### config.mk
export PLATFORM = sky130hd
export DESIGN_NAME = cascading_prescaled_timer_bank
export DESIGN_NICKNAME = d
export VERILOG_FILES = /design/src/cptb_pkg.sv /design/src/cptb_cell.sv /design/src/cascading_prescaled_timer_bank.sv
export VERILOG_INCLUDE_DIRS = /design/src /design/src/src
export SDC_FILE = /design/constraint.sdc
export NUM_CORES = 1
export LEC_CHECK = 0
export ABC_AREA = 0
export BUFFER_PORTS_ARGS = -buffer_cell sky130_fd_sc_hd__buf_2
export CAP_MARGIN = 10
export CORE_ASPECT_RATIO = 0.9
export CORE_MARGIN = 2
export CORE_UTILIZATION = 45
export CTS_CLUSTER_SIZE = 10
export DETAILED_ROUTE_END_ITERATION = 7
export GPL_ROUTABILITY_DRIVEN = 0
export GPL_TIMING_DRIVEN = 0
export PLACE_DENSITY_LB_ADDON = 0.1
export SYNTH_ARGS = -nofsm -noshare
export SYNTH_HDL_FRONTEND = slang
export SYNTH_SLANG_ARGS = --single-unit
### constraint.sdc
create_clock -name clk -period 3.9 [get_ports clk]
set_clock_uncertainty 0.15 [all_clocks]
set_input_delay 0 -clock clk [delete_from_list [all_inputs] [get_ports clk]]
set_output_delay 0 -clock clk [all_outputs]
set_load 0.01 [all_outputs]
### src/cascading_prescaled_timer_bank_defines.svh
// assertion macros for the timer bank
`ifndef CASCADING_PRESCALED_TIMER_BANK_DEFINES_SVH
`define CASCADING_PRESCALED_TIMER_BANK_DEFINES_SVH

// check that is skipped while reset is held
`define CPTB_ASSERT_RST(lbl, clk, rst_n, prop, msg) \
  lbl: assert property (@(posedge clk) disable iff (!rst_n) prop) else $error(msg);

// check that holds at every edge, reset included
`define CPTB_ASSERT_ALWAYS(lbl, clk, prop, msg) \
  lbl: assert property (@(posedge clk) prop) else $error(msg);

`endif

### src/cptb_pkg.sv
// shared constants, types and helpers of the timer bank
`timescale 1ns / 1ps

package cptb_pkg;

  localparam int NUM_TIMERS  = 4;
  localparam int COUNT_WIDTH = 16;

  localparam int IDX_W      = 2;
  localparam int NUM_CTRL   = 4;
  localparam int RELOAD_W   = 16;
  localparam int PRE_W      = 10;
  localparam int OUT_W      = 16;
  localparam int MASK_W     = 4;
  localparam int CFG_IDX_W  = 3;
  localparam int CFG_DATA_W = 16;

  // register map of the configuration port
  localparam logic [CFG_IDX_W-1:0] REG_CTRL_BASE   = 3'd0;
  localparam logic [CFG_IDX_W-1:0] REG_RELOAD_BASE = 3'd4;

  // prescale select codes
  localparam logic [1:0] PRESC_DIV1    = 2'd0;
  localparam logic [1:0] PRESC_DIV64   = 2'd1;
  localparam logic [1:0] PRESC_DIV256  = 2'd2;
  localparam logic [1:0] PRESC_DIV1024 = 2'd3;

  // control register layout, msb first
  typedef struct packed {
    logic       irq_en;
    logic       cascade;
    logic [1:0] presc_sel;
  } ctl_t;

  // per-cell status handed to the top level
  typedef struct packed {
    logic wrap;
    logic irq;
  } cell_stat_t;

  // prescaler terminal count for a select code
  function automatic logic [PRE_W:0] presc_limit(input logic [1:0] sel);
    logic [PRE_W:0] lim;
    case (sel)
      PRESC_DIV64:   lim = (PRE_W+1)'(64);
      PRESC_DIV256:  lim = (PRE_W+1)'(256);
      PRESC_DIV1024: lim = (PRE_W+1)'(1024);
      default:       lim = (PRE_W+1)'(1);
    endcase
    return lim;
  endfunction

  // reload register to counter width
  function automatic logic [COUNT_WIDTH-1:0] reload_to_cnt(input logic [RELOAD_W-1:0] rl);
    logic [COUNT_WIDTH+RELOAD_W-1:0] tmp;
    tmp = {{COUNT_WIDTH{1'b0}}, rl};
    return tmp[COUNT_WIDTH-1:0];
  endfunction

  // counter to result width
  function automatic logic [OUT_W-1:0] cnt_to_out(input logic [COUNT_WIDTH-1:0] c);
    logic [COUNT_WIDTH+OUT_W-1:0] tmp;
    tmp = {{OUT_W{1'b0}}, c};
    return tmp[OUT_W-1:0];
  endfunction

endpackage

### src/cptb_cell.sv
// one timer: prescaler, counter and reload, with carry to the next cell
`timescale 1ns / 1ps

module cptb_cell (
  input  logic                                 clk,
  input  logic                                 rst_n,
  input  cptb_pkg::ctl_t                       ctl,
  input  logic [cptb_pkg::RELOAD_W-1:0]        reload,
  input  logic                                 tick_direct,
  input  logic                                 carry_in,
  output cptb_pkg::cell_stat_t                 stat,
  output logic [cptb_pkg::COUNT_WIDTH-1:0]     count_nxt
);

  logic [cptb_pkg::COUNT_WIDTH-1:0] cnt_r;
  logic [cptb_pkg::PRE_W-1:0]       pre_r;
  logic [cptb_pkg::PRE_W-1:0]       pre_nxt;
  logic [cptb_pkg::PRE_W:0]         pre_inc;
  logic                             fire;
  logic                             bump;
  logic                             wrap;

  // prescaler: divides direct ticks, select zero passes every tick
  always_comb begin
    pre_inc = {1'b0, pre_r} + (cptb_pkg::PRE_W+1)'(1);
    pre_nxt = pre_r;
    fire    = tick_direct;
    if (tick_direct && (ctl.presc_sel != cptb_pkg::PRESC_DIV1)) begin
      if (pre_inc >= cptb_pkg::presc_limit(ctl.presc_sel)) begin
        pre_nxt = '0;
      end else begin
        pre_nxt = pre_inc[cptb_pkg::PRE_W-1:0];
        fire    = 1'b0;
      end
    end
  end

  // counter: wraps from all ones into the reload value
  always_comb begin
    bump      = fire || carry_in;
    wrap      = bump && (cnt_r == {cptb_pkg::COUNT_WIDTH{1'b1}});
    count_nxt = cnt_r;
    if (wrap) begin
      count_nxt = cptb_pkg::reload_to_cnt(reload);
    end else if (bump) begin
      count_nxt = cnt_r + cptb_pkg::COUNT_WIDTH'(1);
    end
    stat.wrap = wrap;
    stat.irq  = wrap && ctl.irq_en;
  end

  // state registers
  always_ff @(posedge clk) begin
    if (!rst_n) begin
      cnt_r <= '0;
      pre_r <= '0;
    end else begin
      cnt_r <= count_nxt;
      pre_r <= pre_nxt;
    end
  end

endmodule

### src/cascading_prescaled_timer_bank.sv
// Timer bank: one tick per transfer, result registered in the cycle after the tick is taken.
// Throughput: one tick per cycle; the cascade ripples through the row of timer
// cells inside that cycle, so the cell row length sets the critical path.
// A stalled result holds off the input; a result leaving lets the next tick in.
// Synchronous active-low reset clears counters, prescalers, control and reload.
`timescale 1ns / 1ps
`include "cascading_prescaled_timer_bank_defines.svh"

module cascading_prescaled_timer_bank (
  input  logic                                clk,
  input  logic                                rst_n,
  input  logic                                in_valid,
  output logic                                in_stall,
  input  logic [cptb_pkg::IDX_W-1:0]          in_timer_index,
  output logic                                out_valid,
  input  logic                                out_stall,
  output logic [cptb_pkg::MASK_W-1:0]         out_irq_raised,
  output logic [cptb_pkg::MASK_W-1:0]         out_overflow_mask,
  output logic [cptb_pkg::OUT_W-1:0]          out_count_value,
  input  logic                                cfg_valid,
  output logic                                cfg_ready,
  input  logic [cptb_pkg::CFG_IDX_W-1:0]      cfg_index,
  input  logic [cptb_pkg::CFG_DATA_W-1:0]     cfg_data
);

  cptb_pkg::ctl_t                    ctl_r    [cptb_pkg::NUM_CTRL];
  logic [cptb_pkg::RELOAD_W-1:0]     reload_r [cptb_pkg::NUM_CTRL];
  cptb_pkg::cell_stat_t              stat     [cptb_pkg::NUM_TIMERS];
  logic [cptb_pkg::COUNT_WIDTH-1:0]  cnt_nxt  [cptb_pkg::NUM_TIMERS];
  logic [cptb_pkg::NUM_TIMERS-1:0]   direct;
  logic [cptb_pkg::NUM_TIMERS-1:0]   carry;

  logic                              in_acc;
  logic                              out_acc;
  logic                              out_valid_r;
  logic [cptb_pkg::MASK_W-1:0]       irq_r;
  logic [cptb_pkg::MASK_W-1:0]       ovf_r;
  logic [cptb_pkg::OUT_W-1:0]        cnt_r;
  logic [cptb_pkg::MASK_W-1:0]       irq_nxt;
  logic [cptb_pkg::MASK_W-1:0]       ovf_nxt;
  logic [cptb_pkg::OUT_W-1:0]        cnt_sel_nxt;

  // handshakes
  assign cfg_ready = 1'b1;
  assign out_acc   = out_valid_r && !out_stall;
  assign in_stall  = out_valid_r && out_stall;
  assign in_acc    = in_valid && !in_stall;

  // configuration registers
  always_ff @(posedge clk) begin
    if (!rst_n) begin
      for (int i = 0; i < cptb_pkg::NUM_CTRL; i++) begin
        ctl_r[i]    <= '0;
        reload_r[i] <= '0;
      end
    end else if (cfg_valid && cfg_ready) begin
      for (int i = 0; i < cptb_pkg::NUM_CTRL; i++) begin
        if (cfg_index == cptb_pkg::REG_CTRL_BASE + cptb_pkg::CFG_IDX_W'(i)) begin
          ctl_r[i] <= cptb_pkg::ctl_t'(cfg_data[3:0]);
        end
        if (cfg_index == cptb_pkg::REG_RELOAD_BASE + cptb_pkg::CFG_IDX_W'(i)) begin
          reload_r[i] <= cfg_data[cptb_pkg::RELOAD_W-1:0];
        end
      end
    end
  end

  // row of timer cells, wrap carries into the next cascaded timer
  for (genvar g = 0; g < cptb_pkg::NUM_TIMERS; g++) begin : g_cell
    if (g == 0) begin : g_first
      assign direct[g] = in_acc && (in_timer_index == cptb_pkg::IDX_W'(g));
      assign carry[g]  = 1'b0;
    end else begin : g_rest
      assign direct[g] = in_acc && (in_timer_index == cptb_pkg::IDX_W'(g)) &&
                         !ctl_r[g].cascade;
      assign carry[g]  = stat[g-1].wrap && ctl_r[g].cascade;
    end

    cptb_cell u_cell (
      .clk         (clk),
      .rst_n       (rst_n),
      .ctl         (ctl_r[g]),
      .reload      (reload_r[g]),
      .tick_direct (direct[g]),
      .carry_in    (carry[g]),
      .stat        (stat[g]),
      .count_nxt   (cnt_nxt[g])
    );
  end

  // collect flags and pick the addressed counter
  always_comb begin
    irq_nxt     = '0;
    ovf_nxt     = '0;
    cnt_sel_nxt = '0;
    for (int i = 0; i < cptb_pkg::NUM_TIMERS; i++) begin
      irq_nxt[i] = stat[i].irq;
      ovf_nxt[i] = stat[i].wrap;
      if (in_timer_index == cptb_pkg::IDX_W'(i)) begin
        cnt_sel_nxt = cptb_pkg::cnt_to_out(cnt_nxt[i]);
      end
    end
  end

  // output register
  always_ff @(posedge clk) begin
    if (!rst_n) begin
      out_valid_r <= 1'b0;
    end else if (in_acc) begin
      out_valid_r <= 1'b1;
    end else if (out_acc) begin
      out_valid_r <= 1'b0;
    end
  end

  always_ff @(posedge clk) begin
    if (in_acc) begin
      irq_r <= irq_nxt;
      ovf_r <= ovf_nxt;
      cnt_r <= cnt_sel_nxt;
    end
  end

  assign out_valid         = out_valid_r;
  assign out_irq_raised    = irq_r;
  assign out_overflow_mask = ovf_r;
  assign out_count_value   = cnt_r;

  // checks
  `CPTB_ASSERT_RST(a_irq_needs_wrap, clk, rst_n, out_valid_r |-> ((irq_r & ~ovf_r) == '0), "irq without overflow")
  `CPTB_ASSERT_RST(a_accept_gives_result, clk, rst_n, in_acc |=> out_valid_r, "accepted tick lost its result")
  `CPTB_ASSERT_RST(a_result_drains, clk, rst_n, (out_acc && !in_acc) |=> !out_valid_r, "result repeated")
  `CPTB_ASSERT_ALWAYS(a_reset_empty, clk, $past(!rst_n) |-> !out_valid_r, "result valid after reset")

endmodule
# --- Word-level counts from Yosys, hierarchy flattened ---
# Memories as Yosys holds them, arrays and structs flattened.
# Cells that the tools add are included.
totals:
  ff_bits: 129
  ramBits: 80
  input_bits: 26
  out_inout_bits: 27
  word_cells: 175
  memories: 2
op_classes:
  n_addsub: 8
  n_lt_le_gt_ge: 4
  eq_ne: 26
  mux: 75
  bitwise_logic: 8
  n_reduce_logical: 40
memory_table:
  columns: ["name", "words", "word_bits", "read_ports", "rd_clocked_by_memory_dff", "wr", "line", "source"]
  rows:
  - ["reload_r", 4, 16, 4, 0, 4, "cascading_prescaled_timer_bank.sv:27", "logic [cptb_pkg::RELOAD_W-1:0] reload_r [cptb_pkg::NUM_CTRL];"]
  - ["ctl_r", 4, 4, 4, 0, 4, "cascading_prescaled_timer_bank.sv:26", "cptb_pkg::ctl_t ctl_r [cptb_pkg::NUM_CTRL];"]
ops:
  columns: ["operator", "count"]
  rows:
  - ["$mux W16", 16]
  - ["$pmux W11 S3", 4]
  - ["$add A16 B1 Y16 const B", 4]
  - ["$eq A16 B16 Y1 const B", 4]
  - ["$add A10 B1 Y11 const B", 4]
  - ["$ge A11 B11 Y1", 4]
  - ["$mux W11", 4]
  - ["$mux W1", 43]
  - ["$mux W10", 4]
  - ["$logic_and A1 B1 Y1", 25]
  - ["$eq A2 B2 Y1 const B", 10]
  - ["$mux W4", 4]
  - ["$eq A3 B3 Y1 const B", 4]
  - ["$eq A2 B1 Y1 const B", 5]
  - ["$reduce_bool A2 Y1", 5]
  - ["$or A1 B1 Y1", 8]
  - ["$eq A3 B2 Y1 const B", 2]
  - ["$logic_not A1 Y1", 5]
  - ["$eq A3 B1 Y1 const B", 1]
  - ["$logic_not A3 Y1", 1]
  - ["$logic_or A1 B1 Y1", 3]
  - ["$logic_not A2 Y1", 1]

# --- Depth between registers and ports, before layout ---
logic_depth:
  depth_word: 21
  mapped_depth: 17
  mapped_depth_nobuf: 15

# --- Hierarchy ---
# Synthesis repeated with hierarchy kept, for this count alone.
hier_totals:
  cells_unflattened: 1259
  hier_area_um2: 12174.2
modules_own_cells:
  columns: ["mod", "instances", "cells_each", "area_per_inst_um2", "seq_area_each_um2"]
  rows:
  - ["cptb_cell at g_cell[0].u_cell ...", 3, 243, 1941.9, 520.5]
  - ["cascading_prescaled_timer_bank", 1, 268, 4222.8, 3143.0]
  - ["cptb_cell at g_cell[2].u_cell", 1, 262, 2125.8, 520.5]

# --- Least setup slack after synthesis ---
# OpenSTA, ideal clock, no wires.
synth_timing:
  kind: "register -> register"
  from: "register out_valid_r (netlist: out_valid)"
  to: "register cnt_r, in the netlist out_count_value[8] (data pin)"
  setup_time_ns: 0.273
  arrival_ns: 3.358
  required_time_ns: 3.477
  slack_ns: 0.120
  stages_incl_launch_ff: 12
  path_buffers: 0
  period_less_slack_ns: 3.780
  path_cell_list: "dfxtp_1 > a21bo_2 > inv_1 > nand2_1 > nor4_2 > nand2_1 > a21oi_2 > o21ai_1 > and2_1 > or4_1 > mux2i_1 > o221ai_1"
synth_between:
  elab_chain_len: 18
  elab_cells_between_ends: 44
  cone_classes: "mux: 20; reduce/logical: 24"
synth_lines:
  columns: ["item", "line", "source"]
  rows:
  - ["start: declaration", "cascading_prescaled_timer_bank.sv:35", "logic out_valid_r;"]
  - ["start signal: assignment", "cascading_prescaled_timer_bank.sv:108", "out_valid_r <= 1'b0;"]
  - ["start signal: assignment", "cascading_prescaled_timer_bank.sv:110", "out_valid_r <= 1'b1;"]
  - ["start signal: assignment", "cascading_prescaled_timer_bank.sv:112", "out_valid_r <= 1'b0;"]
  - ["$logic_and A1 B1 Y1 *", "cascading_prescaled_timer_bank.sv:46", "assign in_stall = out_valid_r && out_stall;"]
  - ["$logic_not A1 Y1 *", "cascading_prescaled_timer_bank.sv:47", "assign in_acc = in_valid && !in_stall;"]
  - ["$logic_and A1 B1 Y1 *", "cascading_prescaled_timer_bank.sv:47", null]
  - ["net in_acc", "cascading_prescaled_timer_bank.sv:33", "logic in_acc;"]
  - ["$logic_and A1 B1 Y1", "cascading_prescaled_timer_bank.sv:71", "assign direct[g] = in_acc && (in_timer_index == cptb_pkg::IDX_W'(g));"]
  - ["$mux W1 or $logic_and A1 B1 Y1 (tied branches)", "cptb_cell.sv:29, cptb_cell.sv:28", null]
  - ["$mux W1", "cptb_cell.sv:28", "if (tick_direct && (ctl.presc_sel != cptb_pkg::PRESC_DIV1)) begin"]
  - ["$logic_and A1 B1 Y1", "cptb_cell.sv:41", "wrap = bump && (cnt_r == {cptb_pkg::COUNT_WIDTH{1'b1}});"]
  - ["(+4 left out)", null, null]
  - ["$logic_or A1 B1 Y1", "cptb_cell.sv:40", "bump = fire || carry_in;"]
  - ["$logic_and A1 B1 Y1", "cptb_cell.sv:41", null]
  - ["$logic_and A1 B1 Y1", "cascading_prescaled_timer_bank.sv:76", "assign carry[g] = stat[g-1].wrap && ctl_r[g].cascade;"]
  - ["$logic_or A1 B1 Y1", "cptb_cell.sv:40", null]
  - ["$mux W16 or $logic_and A1 B1 Y1 (tied branches)", "cptb_cell.sv:45, cptb_cell.sv:41", null]
  - ["$mux W16", "cptb_cell.sv:43", "if (wrap) begin"]
  - ["$mux W16 *", "cascading_prescaled_timer_bank.sv:99", "if (in_timer_index == cptb_pkg::IDX_W'(i)) begin"]
  - ["net cnt_sel_nxt, one bit", "cascading_prescaled_timer_bank.sv:41", "logic [cptb_pkg::OUT_W-1:0] cnt_sel_nxt;"]
  - ["end signal: assignment", "cascading_prescaled_timer_bank.sv:120", "cnt_r <= cnt_sel_nxt;"]
  - ["end: declaration", "cascading_prescaled_timer_bank.sv:38", "logic [cptb_pkg::OUT_W-1:0] cnt_r;"]
# Mark *: on every way through the listed nets, which the timed path passes. The rest lies on a longest branch.
# A chain may end at the register's enable or synchronous reset.

# --- Worst setup path after layout ---
layout_timing:
  from: "register g_cell[0].u_cell.pre_r[1] (netlist name)"
  to: "register cnt_r, in the netlist out_count_value[14] (data pin)"
layout_between:
  elab_chain_len: 16
  elab_cells_between_ends: 26
  cone_classes: "add/sub: 1; order compare: 1; mux: 14; reduce/logical: 10"
layout_lines:
  columns: ["item", "line", "source"]
  rows:
  - ["start: declaration", "cptb_cell.sv:16", "logic [cptb_pkg::PRE_W-1:0] pre_r;"]
  - ["start signal: assignment", "cptb_cell.sv:59", "pre_r <= pre_nxt;"]
  - ["$add A10 B1 Y11 *", "cptb_cell.sv:25", "pre_inc = {1'b0, pre_r} + (cptb_pkg::PRE_W+1)'(1);"]
  - ["$ge A11 B11 Y1 *", "cptb_cell.sv:29", "if (pre_inc >= cptb_pkg::presc_limit(ctl.presc_sel)) begin"]
  - ["$mux W1 *", "cptb_cell.sv:29", null]
  - ["$mux W1 *", "cptb_cell.sv:28", null]
  - ["$logic_and A1 B1 Y1", "cptb_cell.sv:41", null]
  - ["$logic_and A1 B1 Y1", "cascading_prescaled_timer_bank.sv:76", null]
  - ["$logic_or A1 B1 Y1", "cptb_cell.sv:40", null]
  - ["$logic_and A1 B1 Y1", "cptb_cell.sv:41", null]
  - ["$logic_and A1 B1 Y1", "cascading_prescaled_timer_bank.sv:76", null]
  - ["$logic_or A1 B1 Y1", "cptb_cell.sv:40", null]
  - ["$logic_and A1 B1 Y1", "cptb_cell.sv:41", null]
  - ["$logic_and A1 B1 Y1", "cascading_prescaled_timer_bank.sv:76", null]
  - ["$logic_or A1 B1 Y1", "cptb_cell.sv:40", null]
  - ["$mux W16 or $logic_and A1 B1 Y1 (tied branches)", "cptb_cell.sv:45, cptb_cell.sv:41", null]
  - ["$mux W16", "cptb_cell.sv:43", null]
  - ["$mux W16 *", "cascading_prescaled_timer_bank.sv:99", null]
  - ["net cnt_sel_nxt, one bit", "cascading_prescaled_timer_bank.sv:41", null]
# Marked as above.

==> metrics.txt <==
Post-DRT Antenna Nets=0; Netlist cell types=86; RSZ-0062 raised after global routing=yes; Post-synth EDFFs=103; worst hold path class=input port to register; share of cells above drive strength 1=0.169; Die Ht=153 µm; leak pwr=4.88 nW; synth-to-layout area growth=21.6%; Port Buffers=51; drt pass-1 iters=5; Slew Limit Headroom=0.337; syn_nets=1244; Max clock buf depth=3; synthesized cell area=11100 µm²; FF-to-FF setup slack=-0.06 ps; crit end category=register; clk root buf=clkbuf_16; post-DP HPWL=24.6 mm; Total GRT Usage=0.269; setup ws final=-0.0626 ps; total die area=25900 µm²; crit start category=register; Synth area leader=edfxtp_1; status=complete, but fails checks; TritonCTS clock tree=yes; total core area=24200 µm²; starting DRC count in detailed routing=851; Yosys top cell area share=0.279; worst vdd ir=304 µV; total detailed-routing wirelength=35.4 mm; fin. max-slew vios=0; synth top area cells=edfxtp_1 (28%), dfxtp_1 (19%), and2_1 (6.9%); maxcap violations=0; critical path class=register to register; CP Max Fanout=5; total CTS buffers=25; Most used DFF post-synth=dfxtp_1; placed instance area=11800 µm²; Seq/Total Area, Yosys=0.469; min-delay src=cfg_valid; I/O Pins=53; setup total negative slack=-0.0626 ps; Vias/cell=5.91; reg-to-reg startpoint=g_cell[0].u_cell.pre_r[1]; vias in the first global route=8996; clock latency on the worst-skew pair=520 ps; top-count cell post-synth=nor2_1; origin of the worst setup path=g_cell[0].u_cell.pre_r[1]; Final Instance Area=13500 µm²; ANT cells=0; first-pass GRT wire length=53.2 mm; clock sinks=208; initial core utilization=0.458; worst slew pin tran=995 ps; Worst EP required=4000 ps; synthesis warning total=0; Syn Inst Count=1194; largest net degree at the start of global routing=22; crit path DAT=4000 ps; Tcrit/Tclk final=1.00; nets=1372; vias=9746; Chip Width=169 µm; post-route DRC violation count=0; failing checks=setup timing; Cell Pwr Density=362 nW/µm²; f_max=0.256 GHz; GRT overflow=0; Final Hold Fails=0; clock-pin slew of the registers on the worst-case setup and hold paths=60 ps; drt wl/cell=21.5 µm; Final Util=0.557; total power=0.00487 W; most frequent cells after synthesis=nor2_1 (137), and2_1 (123), dfxtp_1 (105); row count=54; mean post-synth cell area=9.28 µm²; initial antenna violation count=1; Setup Viol. Count Final=1; synthesized flop and latch total=208; Min Clock Period, post-route=3900 ps; asr flop ratio synth=0; H-tree levels=1
registers in the layout, indices dropped and copies added (netlist names):
name,flops
g_cell.u_cell.cnt_r,64
ctl_r,15
g_cell.u_cell.pre_r,40
out_irq_raised,4
out_count_value,16
out_overflow_mask,4
reload_r,64
out_valid,1
critical path: stages, from the launching register on:
cell	delay (ps)
dfxtp_4	370
ha_4	160
nand3_4	110
nor3_4	240
xor2_1	100
ha_1	210
or3_4	380
o31ai_4	280
a21oi_4	140
buf_6	160
o211ai_1	410
nor3_2	100
a211oi_2	360
o22ai_2	140
a221o_1	320
worst paths after layout:
kind,endpoint,cells past startpoint
worst max-delay path,out_count_value[14],14
worst min-delay path,ctl_r[2][2],3
worst max register to register,out_count_value[14],14
worst min register to register,g_cell[1].u_cell.pre_r[8],2
layer usage:
metal	vias to the layer above	global-route usage	share of wire	routed length, µm
met3	73	0.0370	0.081	2870
met5	-	0	0	0
met1	4641	0.405	0.46	16200
met2	405	0.399	0.43	15100
met4	0	0.0855	0.033	1170
li1	4627	-	-	-
final cells by class:
type | instances | area, µm²
Inverter | 19 | 75.1
Clock inverter | 2 | 7.51
Tap cell | 308 | 385
Multi-Input combinational cell | 912 | 6050
Buffer | 51 | 259
Sequential cell | 208 | 5230
Timing Repair Buffer | 105 | 754
Clock buffer | 43 | 714
Fill cell | 2249 | 10700
repair_timing:
item / 4_1_cts / 5_1_grt
resized for setup: 69 / 67
pin swaps: 11 / 27
buffers inserted: 12 / 18
endpoints found under the setup margin: 65 / 20
hold buffers: 22 / 0
endpoints found under the hold margin: 89 / 0
report_power, final:
| part | switching (W) | internal [W] |
|---|---|---|
| clock | 0.000875 | 0.00123 |
| combinational | 0.000235 | 0.000120 |
| sequential | 0.0000401 | 0.00237 |
kinds of logic after synthesis:
family,count (synthesis),synth area share
compound gates,287,0.171
xor+xnor,30,0.0237
fa+ha+maj,24,0.0271
buf+inv,74,0.0274
flops,208,0.469
mux,22,0.0222
other cells,1,0.000338
simple gates,548,0.260
placed cells by master (no fill, tap or decap), types with 14 or more instances in the layout:
cell type / netlist / routed
buf_2: 6 / 52
nand3_1: 45 / 41
and3_1: 33 / 30
nand4_1: 16 / 16
nor2_1: 137 / 131
and2_1: 123 / 122
buf_4: 1 / 29
inv_1: 19 / 18
xor2_1: 17 / 16
nand2_1: 84 / 80
clkbuf_1: 44 / 54
ha_1: 24 / 18
o21ai_0: 57 / 46
dlygate4sd3_1: 0 / 22
o21ai_1: 9 / 15
a21oi_1: 78 / 74
a22oi_1: 16 / 15
edfxtp_1: 103 / 103
dfxtp_1: 105 / 92
a211oi_1: 18 / 14
clkbuf_16: 0 / 26
nor3_1: 26 / 23
nand2b_1: 15 / 15
stage by stage:
stage / cells / hold slack (ps) / worst slack, ps
after floorplan: 1194 / -26.0 / 120
final: 1648 / 20.6 / -0.0626
after CTS: 1632 / 4.73 / 8.95
after detailed placement: 1556 / 82.8 / -895
after global placement: 1553 / 67.5 / -1590
after global routing: 1648 / 51.2 / -61.7
No activity file was read; power rests on OpenSTA's default activity.
